`config.mk`:
```
export PLATFORM = sky130hd
export DESIGN_NAME = msdm_queue
export DESIGN_NICKNAME = d
export VERILOG_FILES = /design/src/rtl/msdm_pkg.sv /design/src/rtl/msdm_queue.sv
export SDC_FILE = /design/constraint.sdc
export NUM_CORES = 1
export LEC_CHECK = 0
export ABC_AREA = 1
export BUFFER_PORTS_ARGS = -buffer_cell sky130_fd_sc_hd__buf_2
export CAP_MARGIN = 20
export CORE_MARGIN = 8
export CORE_UTILIZATION = 45
export CTS_CLUSTER_DIAMETER = 150
export DETAILED_ROUTE_END_ITERATION = 10
export PLACE_DENSITY_LB_ADDON = 0.08
export SYNTH_ARGS = -nofsm -noshare
export SYNTH_HDL_FRONTEND = slang
export SYNTH_SLANG_ARGS = --single-unit
```
`constraint.sdc`:
```
create_clock -name clock -period 3.88 [get_ports clock]
set_clock_uncertainty 0.15 [all_clocks]
set_input_delay 0.582 -clock clock [delete_from_list [all_inputs] [get_ports clock]]
set_output_delay 0.582 -clock clock [all_outputs]
set_load 0.1 [all_outputs]
```
`src/rtl/msdm_pkg.sv`:
```
// ----------------------------------------------------------------------------
// msdm_pkg
// types, codes and segment helpers shared by the segmented data map
// ----------------------------------------------------------------------------
package msdm_pkg;

   localparam int SEGMENTS_DEF   = 2;
   localparam int BIT_DEPTH_DEF  = 1024;
   localparam int WORD_DEPTH_DEF = 256;
   localparam int NUM_TABLES     = 4;

   localparam logic [2:0] REQ_OPEN_RD = 3'd0;
   localparam logic [2:0] REQ_OPEN_WR = 3'd1;
   localparam logic [2:0] REQ_XFER    = 3'd2;
   localparam logic [2:0] REQ_LOCAL   = 3'd3;
   localparam logic [2:0] REQ_CLR     = 3'd4;

   localparam logic [1:0] TBL_COIL  = 2'd0;
   localparam logic [1:0] TBL_DISC  = 2'd1;
   localparam logic [1:0] TBL_INREG = 2'd2;
   localparam logic [1:0] TBL_HOLD  = 2'd3;

   localparam logic [1:0] ST_OK      = 2'd0;
   localparam logic [1:0] ST_ILLEGAL = 2'd1;
   localparam logic [1:0] ST_NOXFER  = 2'd2;
   localparam logic [1:0] ST_RDONLY  = 2'd3;

   localparam logic [1:0] MODE_IDLE  = 2'd0;
   localparam logic [1:0] MODE_READ  = 2'd1;
   localparam logic [1:0] MODE_WRITE = 2'd2;

   localparam int CSR_IDX_W = 8;

   typedef logic [NUM_TABLES-1:0][63:0] maps_type;

   typedef struct packed {
      logic [1:0]        n;
      logic [1:0][15:0]  st;
      logic [1:0][15:0]  ln;
      logic [1:0][16:0]  bs;
   } seg_type;

   typedef struct packed {
      logic        hit;
      logic [16:0] idx;
   } loc_type;

   typedef struct packed {
      logic [2:0]  kind;
      logic [1:0]  tbl;
      logic [15:0] addr;
      logic [15:0] qty;
      logic [15:0] data;
      logic [1:0]  stat;
      logic        hit;
      logic [16:0] idx;
   } entry_type;

   // present segments in ascending start order
   function automatic seg_type seg_sort(input logic [63:0] m, input int segs);
      seg_type     r;
      logic        p0;
      logic        p1;
      logic [16:0] b1;
      begin
         r  = '0;
         p0 = (m[31:16] != 16'd0);
         p1 = (segs > 1) && (m[63:48] != 16'd0);
         b1 = {1'b0, m[31:16]};
         if (p0 && p1) begin
            r.n = 2'd2;
            if (m[47:32] < m[15:0]) begin
               r.st[0] = m[47:32]; r.ln[0] = m[63:48]; r.bs[0] = b1;
               r.st[1] = m[15:0];  r.ln[1] = m[31:16]; r.bs[1] = 17'd0;
            end else begin
               r.st[0] = m[15:0];  r.ln[0] = m[31:16]; r.bs[0] = 17'd0;
               r.st[1] = m[47:32]; r.ln[1] = m[63:48]; r.bs[1] = b1;
            end
         end else if (p0) begin
            r.n = 2'd1;
            r.st[0] = m[15:0]; r.ln[0] = m[31:16]; r.bs[0] = 17'd0;
         end else if (p1) begin
            r.n = 2'd1;
            r.st[0] = m[47:32]; r.ln[0] = m[63:48]; r.bs[0] = b1;
         end
         return r;
      end
   endfunction

   function automatic logic covered(input seg_type s, input logic [15:0] adr,
                                    input logic [15:0] qty);
      logic [17:0] a;
      logic [17:0] q;
      logic [17:0] e;
      logic [17:0] c;
      logic        done;
      logic        res;
      begin
         a    = {2'b00, adr};
         q    = {2'b00, qty};
         done = 1'b0;
         res  = 1'b0;
         for (int k = 0; k < 2; k++) begin
            e = {2'b00, s.st[k]} + {2'b00, s.ln[k]};
            if (!done && (k < 32'(s.n))) begin
               if (a >= {2'b00, s.st[k]} && a < e) begin
                  c = e - a;
                  if (c >= q) begin
                     res  = 1'b1;
                     done = 1'b1;
                  end else begin
                     q = q - c;
                     a = a + c;
                  end
               end else if ({2'b00, s.st[k]} > a) begin
                  done = 1'b1;
               end
            end
         end
         return res;
      end
   endfunction

   function automatic loc_type locate(input seg_type s, input logic [15:0] adr);
      loc_type     r;
      logic [16:0] e;
      begin
         r = '0;
         for (int k = 1; k >= 0; k--) begin
            e = {1'b0, s.st[k]} + {1'b0, s.ln[k]};
            if ((k < 32'(s.n)) && adr >= s.st[k] && {1'b0, adr} < e) begin
               r.hit = 1'b1;
               r.idx = s.bs[k] + {1'b0, adr - s.st[k]};
            end
         end
         return r;
      end
   endfunction

endpackage

```
`src/rtl/msdm_queue.sv`:
```
// ----------------------------------------------------------------------------
// msdm_queue
// two-entry queue between request decode and execution
// ----------------------------------------------------------------------------
module msdm_queue (
   input  logic                 clock,
   input  logic                 reset,
   input  logic                 push,
   input  msdm_pkg::entry_type  push_entry,
   output logic                 push_ready,
   input  logic                 pop,
   output logic                 pop_valid,
   output msdm_pkg::entry_type  pop_entry
);
   import msdm_pkg::*;

   entry_type  slot_ff [2];
   logic       wptr_ff, wptr_in;
   logic       rptr_ff, rptr_in;
   logic [1:0] cnt_ff, cnt_in;

   assign push_ready = (cnt_ff != 2'd2);
   assign pop_valid  = (cnt_ff != 2'd0);
   assign pop_entry  = slot_ff[rptr_ff];

   always_comb begin
      wptr_in = wptr_ff ^ push;
      rptr_in = rptr_ff ^ pop;
      cnt_in  = cnt_ff + {1'b0, push} - {1'b0, pop};
   end

   always_ff @(posedge clock) begin
      if (reset) begin
         wptr_ff <= 1'b0;
         rptr_ff <= 1'b0;
         cnt_ff  <= 2'd0;
      end else begin
         wptr_ff <= wptr_in;
         rptr_ff <= rptr_in;
         cnt_ff  <= cnt_in;
      end
   end

   always_ff @(posedge clock) begin
      if (push) begin
         slot_ff[wptr_ff] <= push_entry;
      end
   end

endmodule

```
==> impl_metrics.env <==
export IMPL_outcome="finished clean"
export IMPL_cts_tree="done"
export IMPL_io_pins=152
export IMPL_dieArea_mm2=0.01659
export IMPL_drc_errors=0
export IMPL_place_hpwl_um=7036
export IMPL_grt_overflow_total=0
export IMPL_numCtsBuffers=17
export IMPL_slowest_stage="dfxtp_4"
export IMPL_crit_family="buffers and inverters"
export IMPL_max_stage_delay_ns=0.54
export IMPL_p_clk_share_pct=33.2
export IMPL_setup_viol=0
export IMPL_total_power_mw=4.446
export IMPL_synthTopCellsByArea="edfxtp_1 (77%), mux2_4 (16%), mux2_2 (2.6%)"
export IMPL_cts_root_buffer="clkbuf_16"
export IMPL_initial_utilization_pct=45.73
export IMPL_intPower_mw=3.041
export IMPL_cp_required_ns=3.15
export IMPL_path_class="reg2out"
export IMPL_die_height_um=128.8
export IMPL_postCtsHoldBufs=0
export IMPL_period_share_pct=71.04
export IMPL_cp_num_buf_inv=2
export IMPL_postRouteWirelength_um=10560
export IMPL_p_switching_mw=1.405
export IMPL_power_density_mw_per_mm2=617.8
export IMPL_min_period_ns=2.756
export IMPL_grt_pass1_wl_um=15640
export IMPL_async_flop_share_pct=0
export IMPL_p_leak_nw=2.848
export IMPL_setup_ws_ns=1.124
export IMPL_num_rows=41
export IMPL_syn_area_per_cell_um2=22.54
export IMPL_ys_top_cells_by_count="edfxtp_1 (146), mux2_4 (60), mux2_2 (13)"
export IMPL_synth_edf_count=146
export IMPL_holdCritPathClass="in2reg"
export IMPL_area_growth_pct=25.73
export IMPL_comb_power_share_pct=23.4
export IMPL_timing_final_max_slew_violations=0
export IMPL_place_area_mm2=0.006668
export IMPL_vdd_drop_max_mv=0.3481
export IMPL_synth_nets=335
export IMPL_routabilityCongestion=0.6779
export IMPL_swShare_pct=31.60
export IMPL_max_freq_ghz=0.3628
export IMPL_cp_data_arrival_time_ns=2.02
export IMPL_crit_path_start_kind="register"
export IMPL_slew_headroom_pct=27.85
export IMPL_hold_viol_final=0
export IMPL_synth_seq_cells=150
export IMPL_first_global_vias=3012
export IMPL_clock_latency_ns=0.41
export IMPL_cts_sinks=150
export IMPL_synthesis_area_mm2=0.005724
export IMPL_synthDominantCellAreaShare_pct=76.59
export IMPL_synth_cell_types=13
export IMPL_cts_buffer_depth=2
export IMPL_htreeDepth=4
export IMPL_cap_violations=0
export IMPL_finalInstanceArea_mm2=0.007197
export IMPL_fin_tns_setup_ns=0
export IMPL_end_kind="output pin"
export IMPL_final_nets=499
export IMPL_place_ws_ns=1.535
export IMPL_port_buffers=151
export IMPL_rsz0062_at_grt="false"
export IMPL_cts_clk_slew_worst_paths_ns=0.06
export IMPL_critPathMaxFanout=20
export IMPL_yosysWarnings=0
export IMPL_seq_power_share_pct=43.4
export IMPL_routedWlPerCell_um=17.54
export IMPL_tightest_slew_ns=1.082
export IMPL_drive_gt1_share_pct=57.81
export IMPL_yosysMostFrequentCell="edfxtp_1"
export IMPL_seq_area_frac_synth_pct=77.99
export IMPL_grt_max_degree=74
export IMPL_first_pass_iters=6
export IMPL_core_mm2=0.01252
export IMPL_grt_use_total_pct=12.90
export IMPL_yosysTopAreaCell="edfxtp_1"
export IMPL_post_cts_buffers=0
export IMPL_antenna_found_initial=1
export IMPL_via_per_inst=4.648
export IMPL_path_cells="buf_4, mux2_2, buf_2"
export IMPL_drt_initial_drc_count=202
export IMPL_ant_nets=0
export IMPL_synth_main_ff_cell="edfxtp_1"
export IMPL_via_count=2798
export IMPL_die_w_um=128.8
export IMPL_cts_resized=0
export IMPL_synth_cells=254
[kinds of logic (layout without fill, tap and decap cells)]
| family | after synthesis | count (layout) | synth area share, % |
|---|---|---|---|
| DFF | 150 | 150 | 77.99 |
| muxes | 73 | 73 | 18.30 |
| buffers and inverters | 15 | 190 | 1.924 |
| and+or+nand+nor | 10 | 10 | 0.6775 |
| adders and majority gates | 4 | 4 | 0.8744 |
| AOI/OAI and AO/OA | 1 | 1 | 0.08735 |
| xor gates and xnor gates | 1 | 1 | 0.1530 |
| other | 0 | 1 | 0 |
[power groups by stage]
stage | sequential (mW) | clock [mW] | combinational [mW]
finish | 1.93 | 1.48 | 1.04
global route | 1.94 | 1.56 | 1.08
CTS | 1.93 | 1.51 | 1.05
detailed placement | 1.96 | 0 | 1.05
global placement | 1.96 | 0 | 1.05
floorplan | 1.95 | 0 | 0.904
[state kept, by name (all words and copies together) (netlist names)]
| register | cells |
|---|---|
| slot_ff | 146 |
| cnt_ff | 2 |
| rptr_ff | 1 |
| wptr_ff | 1 |
[cell type report]
| type | count | area (um2) |
|---|---|---|
| Fill cell | 1012 | 5320 |
| Inverter | 7 | 26.28 |
| Timing Repair Buffer | 153 | 783.3 |
| Tap cell | 172 | 215.2 |
| Multi-Input combinational cell | 89 | 1175 |
| Clock inverter | 9 | 86.33 |
| Clock buffer | 21 | 440.4 |
| Sequential cell | 150 | 4468 |
| Antenna cell | 1 | 2.502 |
[routing by layer]
| metal | wire (um) | global-route usage [%] | share of wire [%] |
|---|---|---|---|
| met2 | 5068 | 20.38 | 48 |
| met3 | 975 | 6.165 | 9.2 |
| met4 | 189 | 6.842 | 1.8 |
| met1 | 4317 | 14.21 | 41 |
| met5 | 8 | 0 | 0.076 |
[per-stage QoR]
step	hold WS, ns	util (%)	instances
global placement	0.4049	53.27	571
floorplan	0.3695	-	254
detailed placement	0.4222	53.27	571
global route	0.1845	57.48	601
CTS	0.1816	57.48	601
finish	0.2051	57.50	602
[cells in the final DEF, fill, tap and decap left out, drive strengths merged]
cell type  Yosys  layout
ha             4       4
nor2           4       4
nand3          1       1
nand2          5       5
clkinv         0       7
edfxtp       146     146
xnor2          1       1
diode          0       1
dfxtp          4       4
bufinv         0       2
mux2          73      73
a21oi          1       1
buf            8     153
inv            7       7
clkbuf         0      21
[final timing paths]
| path | start | to | slack [ns] | cells past startpoint |
|---|---|---|---|---|
| setup / recovery | rptr_ff | pop_entry[72] | 1.12 | 3 |
| hold reg to reg | cnt_ff[1] | cnt_ff[1] | 0.43 | 3 |
| hold / removal | push_entry[58] | slot_ff[0][58] | 0.21 | 1 |
| setup reg to reg | wptr_ff | slot_ff[0][71] | 2.05 | 2 |
Note: power is estimated with default switching activity, not from simulation.
