$ cat config.mk
export PLATFORM = sky130hd
export DESIGN_NAME = msdm_front_flat
export DESIGN_NICKNAME = d
export VERILOG_FILES = /design/src/rtl/msdm_pkg.sv /design/src/rtl/msdm_req_if.sv /design/src/rtl/msdm_front.sv /design/src/flat_wrapper.sv
export SDC_FILE = /design/constraint.sdc
export NUM_CORES = 1
export LEC_CHECK = 0
export ABC_CLOCK_PERIOD_IN_PS = 22100
export BUFFER_PORTS_ARGS = -buffer_cell sky130_fd_sc_hd__buf_2
export CAP_MARGIN = 25
export CORE_UTILIZATION = 55
export DETAILED_ROUTE_END_ITERATION = 10
export PLACE_DENSITY = 0.94
export SETUP_SLACK_MARGIN = 0.2
export SLEW_MARGIN = 15
export SYNTH_ARGS = -nofsm -noshare
export SYNTH_HDL_FRONTEND = slang
export SYNTH_SLANG_ARGS = --single-unit
$ cat constraint.sdc
create_clock -name vclk -period 22.1
set_clock_uncertainty 0.05 [all_clocks]
set_input_delay 3.315 -clock vclk [all_inputs]
set_output_delay 3.315 -clock vclk [all_outputs]
set_load 0.01 [all_outputs]
$ cat src/rtl/msdm_pkg.sv
// ----------------------------------------------------------------------------
// msdm_pkg
// types, codes and segment helpers shared by the segmented data map
// ----------------------------------------------------------------------------
package msdm_pkg;

   localparam int SEGMENTS_DEF   = 2;
   localparam int BIT_DEPTH_DEF  = 1024;
   localparam int WORD_DEPTH_DEF = 256;
   localparam int NUM_TABLES     = 4;

   localparam logic [2:0] REQ_OPEN_RD = 3'd0;
   localparam logic [2:0] REQ_OPEN_WR = 3'd1;
   localparam logic [2:0] REQ_XFER    = 3'd2;
   localparam logic [2:0] REQ_LOCAL   = 3'd3;
   localparam logic [2:0] REQ_CLR     = 3'd4;

   localparam logic [1:0] TBL_COIL  = 2'd0;
   localparam logic [1:0] TBL_DISC  = 2'd1;
   localparam logic [1:0] TBL_INREG = 2'd2;
   localparam logic [1:0] TBL_HOLD  = 2'd3;

   localparam logic [1:0] ST_OK      = 2'd0;
   localparam logic [1:0] ST_ILLEGAL = 2'd1;
   localparam logic [1:0] ST_NOXFER  = 2'd2;
   localparam logic [1:0] ST_RDONLY  = 2'd3;

   localparam logic [1:0] MODE_IDLE  = 2'd0;
   localparam logic [1:0] MODE_READ  = 2'd1;
   localparam logic [1:0] MODE_WRITE = 2'd2;

   localparam int CSR_IDX_W = 8;

   typedef logic [NUM_TABLES-1:0][63:0] maps_type;

   typedef struct packed {
      logic [1:0]        n;
      logic [1:0][15:0]  st;
      logic [1:0][15:0]  ln;
      logic [1:0][16:0]  bs;
   } seg_type;

   typedef struct packed {
      logic        hit;
      logic [16:0] idx;
   } loc_type;

   typedef struct packed {
      logic [2:0]  kind;
      logic [1:0]  tbl;
      logic [15:0] addr;
      logic [15:0] qty;
      logic [15:0] data;
      logic [1:0]  stat;
      logic        hit;
      logic [16:0] idx;
   } entry_type;

   // present segments in ascending start order
   function automatic seg_type seg_sort(input logic [63:0] m, input int segs);
      seg_type     r;
      logic        p0;
      logic        p1;
      logic [16:0] b1;
      begin
         r  = '0;
         p0 = (m[31:16] != 16'd0);
         p1 = (segs > 1) && (m[63:48] != 16'd0);
         b1 = {1'b0, m[31:16]};
         if (p0 && p1) begin
            r.n = 2'd2;
            if (m[47:32] < m[15:0]) begin
               r.st[0] = m[47:32]; r.ln[0] = m[63:48]; r.bs[0] = b1;
               r.st[1] = m[15:0];  r.ln[1] = m[31:16]; r.bs[1] = 17'd0;
            end else begin
               r.st[0] = m[15:0];  r.ln[0] = m[31:16]; r.bs[0] = 17'd0;
               r.st[1] = m[47:32]; r.ln[1] = m[63:48]; r.bs[1] = b1;
            end
         end else if (p0) begin
            r.n = 2'd1;
            r.st[0] = m[15:0]; r.ln[0] = m[31:16]; r.bs[0] = 17'd0;
         end else if (p1) begin
            r.n = 2'd1;
            r.st[0] = m[47:32]; r.ln[0] = m[63:48]; r.bs[0] = b1;
         end
         return r;
      end
   endfunction

   function automatic logic covered(input seg_type s, input logic [15:0] adr,
                                    input logic [15:0] qty);
      logic [17:0] a;
      logic [17:0] q;
      logic [17:0] e;
      logic [17:0] c;
      logic        done;
      logic        res;
      begin
         a    = {2'b00, adr};
         q    = {2'b00, qty};
         done = 1'b0;
         res  = 1'b0;
         for (int k = 0; k < 2; k++) begin
            e = {2'b00, s.st[k]} + {2'b00, s.ln[k]};
            if (!done && (k < 32'(s.n))) begin
               if (a >= {2'b00, s.st[k]} && a < e) begin
                  c = e - a;
                  if (c >= q) begin
                     res  = 1'b1;
                     done = 1'b1;
                  end else begin
                     q = q - c;
                     a = a + c;
                  end
               end else if ({2'b00, s.st[k]} > a) begin
                  done = 1'b1;
               end
            end
         end
         return res;
      end
   endfunction

   function automatic loc_type locate(input seg_type s, input logic [15:0] adr);
      loc_type     r;
      logic [16:0] e;
      begin
         r = '0;
         for (int k = 1; k >= 0; k--) begin
            e = {1'b0, s.st[k]} + {1'b0, s.ln[k]};
            if ((k < 32'(s.n)) && adr >= s.st[k] && {1'b0, adr} < e) begin
               r.hit = 1'b1;
               r.idx = s.bs[k] + {1'b0, adr - s.st[k]};
            end
         end
         return r;
      end
   endfunction

endpackage

$ cat src/rtl/msdm_req_if.sv
// ----------------------------------------------------------------------------
// msdm_req_if
// request channel: valid, ready and one request
// ----------------------------------------------------------------------------
interface msdm_req_if;
   logic        valid;
   logic        ready;
   logic [2:0]  req_type;
   logic [1:0]  table_req;
   logic [15:0] address;
   logic [15:0] quantity;
   logic [15:0] data;

   modport source (output valid, req_type, table_req, address, quantity, data,
                   input ready);
   modport sink (input valid, req_type, table_req, address, quantity, data,
                 output ready);
endinterface

$ cat src/rtl/msdm_front.sv
// ----------------------------------------------------------------------------
// msdm_front
// accepts requests and checks open ranges and local write addresses
// ----------------------------------------------------------------------------
module msdm_front #(
   parameter int SEGMENTS = msdm_pkg::SEGMENTS_DEF
) (
   msdm_req_if.sink             req_ch,
   input  msdm_pkg::maps_type   maps,
   input  logic                 clearing,
   input  logic                 q_ready,
   output logic                 q_push,
   output msdm_pkg::entry_type  q_entry
);
   import msdm_pkg::*;

   seg_type seg;
   loc_type loc;

   assign req_ch.ready = q_ready && !clearing;
   assign q_push       = req_ch.valid && req_ch.ready;

   always_comb begin
      seg = seg_sort(maps[req_ch.table_req], SEGMENTS);
      loc = locate(seg, req_ch.address);
      q_entry      = '0;
      q_entry.kind = req_ch.req_type;
      q_entry.tbl  = req_ch.table_req;
      q_entry.addr = req_ch.address;
      q_entry.qty  = req_ch.quantity;
      q_entry.data = req_ch.data;
      q_entry.hit  = loc.hit;
      q_entry.idx  = loc.idx;
      if (req_ch.req_type == REQ_OPEN_WR &&
          (req_ch.table_req == TBL_DISC || req_ch.table_req == TBL_INREG)) begin
         q_entry.stat = ST_RDONLY;
      end else if (!covered(seg, req_ch.address, req_ch.quantity)) begin
         q_entry.stat = ST_ILLEGAL;
      end else begin
         q_entry.stat = ST_OK;
      end
   end

endmodule

$ cat src/flat_wrapper.sv
// flat-port wrapper written by rule: the top's interface ports become plain ports
module msdm_front_flat import msdm_pkg::*;
#(
   parameter int SEGMENTS = msdm_pkg::SEGMENTS_DEF
)
  (maps, clearing, q_ready, q_push, q_entry, req_ch_valid, req_ch_req_type, req_ch_table_req, req_ch_address, req_ch_quantity, req_ch_data, req_ch_ready);
  msdm_req_if req_ch_i ();
  input  msdm_pkg::maps_type maps;
  input  logic clearing;
  input  logic q_ready;
  output logic q_push;
  output msdm_pkg::entry_type q_entry;
  input wire logic [$bits(req_ch_i.valid)-1:0] req_ch_valid;
  input wire logic [$bits(req_ch_i.req_type)-1:0] req_ch_req_type;
  input wire logic [$bits(req_ch_i.table_req)-1:0] req_ch_table_req;
  input wire logic [$bits(req_ch_i.address)-1:0] req_ch_address;
  input wire logic [$bits(req_ch_i.quantity)-1:0] req_ch_quantity;
  input wire logic [$bits(req_ch_i.data)-1:0] req_ch_data;
  output wire logic [$bits(req_ch_i.ready)-1:0] req_ch_ready;
  assign req_ch_i.valid = req_ch_valid;
  assign req_ch_i.req_type = req_ch_req_type;
  assign req_ch_i.table_req = req_ch_table_req;
  assign req_ch_i.address = req_ch_address;
  assign req_ch_i.quantity = req_ch_quantity;
  assign req_ch_i.data = req_ch_data;
  assign req_ch_ready = req_ch_i.ready;
  msdm_front #(.SEGMENTS(SEGMENTS)) u_core (.req_ch(req_ch_i), .maps(maps), .clearing(clearing), .q_ready(q_ready), .q_push(q_push), .q_entry(q_entry));
endmodule
==> reports/metrics.csv <==
metric,value,unit
netlist_top_cells_area,"ha_1 24%, mux4_2 11%, a21oi_1 5.3%, xnor2_1 5.3%, inv_1 5.3%",
nets,2455,
dieArea,0.0235,mm²
wirelength,50000,µm
synth.largest_area_cell,ha_1,
worstMarginPinSlew,0.849,ns
ant_nets,0,
fin_util,64.5,%
relSlewSlack,43.4,%
synthesis.instances,1621,
ir_drop,0.129,mV
switchingPower,1660,µW
finalCritPeriodShare,93.4,%
antenna_found_initial,11,
gr-usage-all-layers,41.4,%
multi_input_area,0.0114,mm²
report.final.hold_viol_count,0,
n_clock_buffer,0,
ys.warnings.count,0,
rows,54,
drt_iter0_markers,1511,
fin_tns_setup,0,ns
leakage,0.00749,µW
rsz0062_at_grt,false,
mostFrequentLayoutCell,buf_2,
cp_data_arrival_time,17.28,ns
seqCellArea,0,µm²
final_cell_mix,"353 x buf_2, 238 x ha_1, 176 x inv_1",
crit_family,compound AO/OA/AOI/OAI gates,
avgSynthCellArea,7.76,µm²
die_h,153,µm
setup_violations,0,
die_x,153,µm
nFillCells,2015,
final_layout_size_suffix_gt1_share,24.4,%
boundaryPins,387,
postSynthNetCount,2181,
cpMostUsedCell,o21ai_0,
totalPowerFinal,2840,µW
cpPeakStageDelay,0.69,ns
synth_cell_types,73,
core-area,0.0221,mm²
dr.pass1.iters,6,
wl_per_cell,22.9,µm
drcViolationCount,0,
end_kind,primary output,
crit_end,q_entry[18],
slew_viol_final,0,
p_per_area,199,mW/mm²
switching_share,58.3,%
max_freq,0.0484,GHz
cp_data_required_time,18.74,ns
crit_start,req_ch_table_req[1],
cp_slowest_cell,o31ai_1,
overflow,0,
grt_pass1_vias,13044,
crit_path_start_kind,primary input,
critical_path_depth,62,
gp_congestion,1.06,
combPwrFrac,100.0,%
fin_hold_ws,6.58,ns
vias,13894,
fin_crit,20.64,ns
status,"finished, final reports clean",
clkPwrFrac,0,%
pwr-share-seq,0,%
crit_fanout,43,
grt_max_degree,48,
synth_top_cell_area_share,23.7,%
ys_seq_area_share,0,%
seq_cells,0,
vias_per_cell,6.37,
p_int,1180,µW
post_cts_buffers,0,
hp-class,in -> out,
criticalPathCategory,in -> out,
synthToLayoutAreaGrowth,13.4,%
dp_hpwl,43700,µm
start_util,56.9,%
grt_pass1_wl,74700,µm
io_buffers,355,
cap_violations,0,
netlist_area,0.0126,mm²
path_buf_inv,7,
-- worst min-delay path by stage --
stage                        start            to  cells after the start
global route        req_ch_data[3]   q_entry[23]                      0
detailed placement  req_ch_data[5]   q_entry[25]                      0
finish              req_ch_data[2]   q_entry[22]                      0
global placement    req_ch_data[5]   q_entry[25]                      0
CTS                 req_ch_data[5]   q_entry[25]                      0
floorplan                 clearing  req_ch_ready                      1
-- cells in the mapped netlist, types with 25 or more instances --
| cell | count |
|---|---|
| nor2_1 | 112 |
| and2_1 | 35 |
| nand3_1 | 25 |
| xnor2_1 | 76 |
| buf_4 | 56 |
| nand2_1 | 76 |
| mux2i_1 | 43 |
| inv_1 | 176 |
| mux4_2 | 64 |
| o21ai_0 | 82 |
| xor2_1 | 49 |
| a21oi_1 | 133 |
| ha_1 | 238 |
| a21o_1 | 79 |
| nor2b_1 | 29 |
| nand2b_1 | 40 |
-- final cells by class --
class	count	area share (%)
Multi-Input combinational cell	1351	79.7
Antenna cell	7	0.123
Inverter	177	4.66
Tap cell	280	2.46
Timing Repair Buffer	365	13.1
-- through the flow --
step	cells	area, µm²	setup WS [ns]
2_1_floorplan	1621	12600	2.40
3_3_place_gp	2171	14200	1.96
3_5_place_dp	2172	14200	1.62
4_1_cts	2172	14200	1.58
5_1_grt	2178	14300	0.275
6_report	2180	14300	1.46
-- metal layers --
metal | GRT usage [%] | wire, µm
met5 | 0 | 54
met4 | 16.1 | 2400
met3 | 6.63 | 4920
met2 | 68.1 | 22500
met1 | 54.1 | 20100
-- timing repair --
| item | 4_1_cts | 5_1_grt |
|---|---|---|
| setup endpoints to repair | 0 | 1 |
| resized for setup | 0 | 3 |
| hold buffers | 0 | 0 |
-- cells by family after synthesis --
kind of cell / share of synthesized area (%)
other cells: 0.0298
compound gates: 23.8
buf+inv: 9.99
mux: 15.0
simple gates: 17.0
fa+ha+maj: 25.5
xor+xnor: 8.71
-- power groups by stage --
stage                     combinational, µW  clock, µW  sequential [µW]
after CTS                              2770          0                0
after detailed placement               2750          0                0
after global placement                 2680          0                0
after global routing                   3130  0.0000303                0
final                                  2840  0.0000407                0
after floorplan                        2100          0                0
No activity file was read; power rests on OpenSTA's default activity.
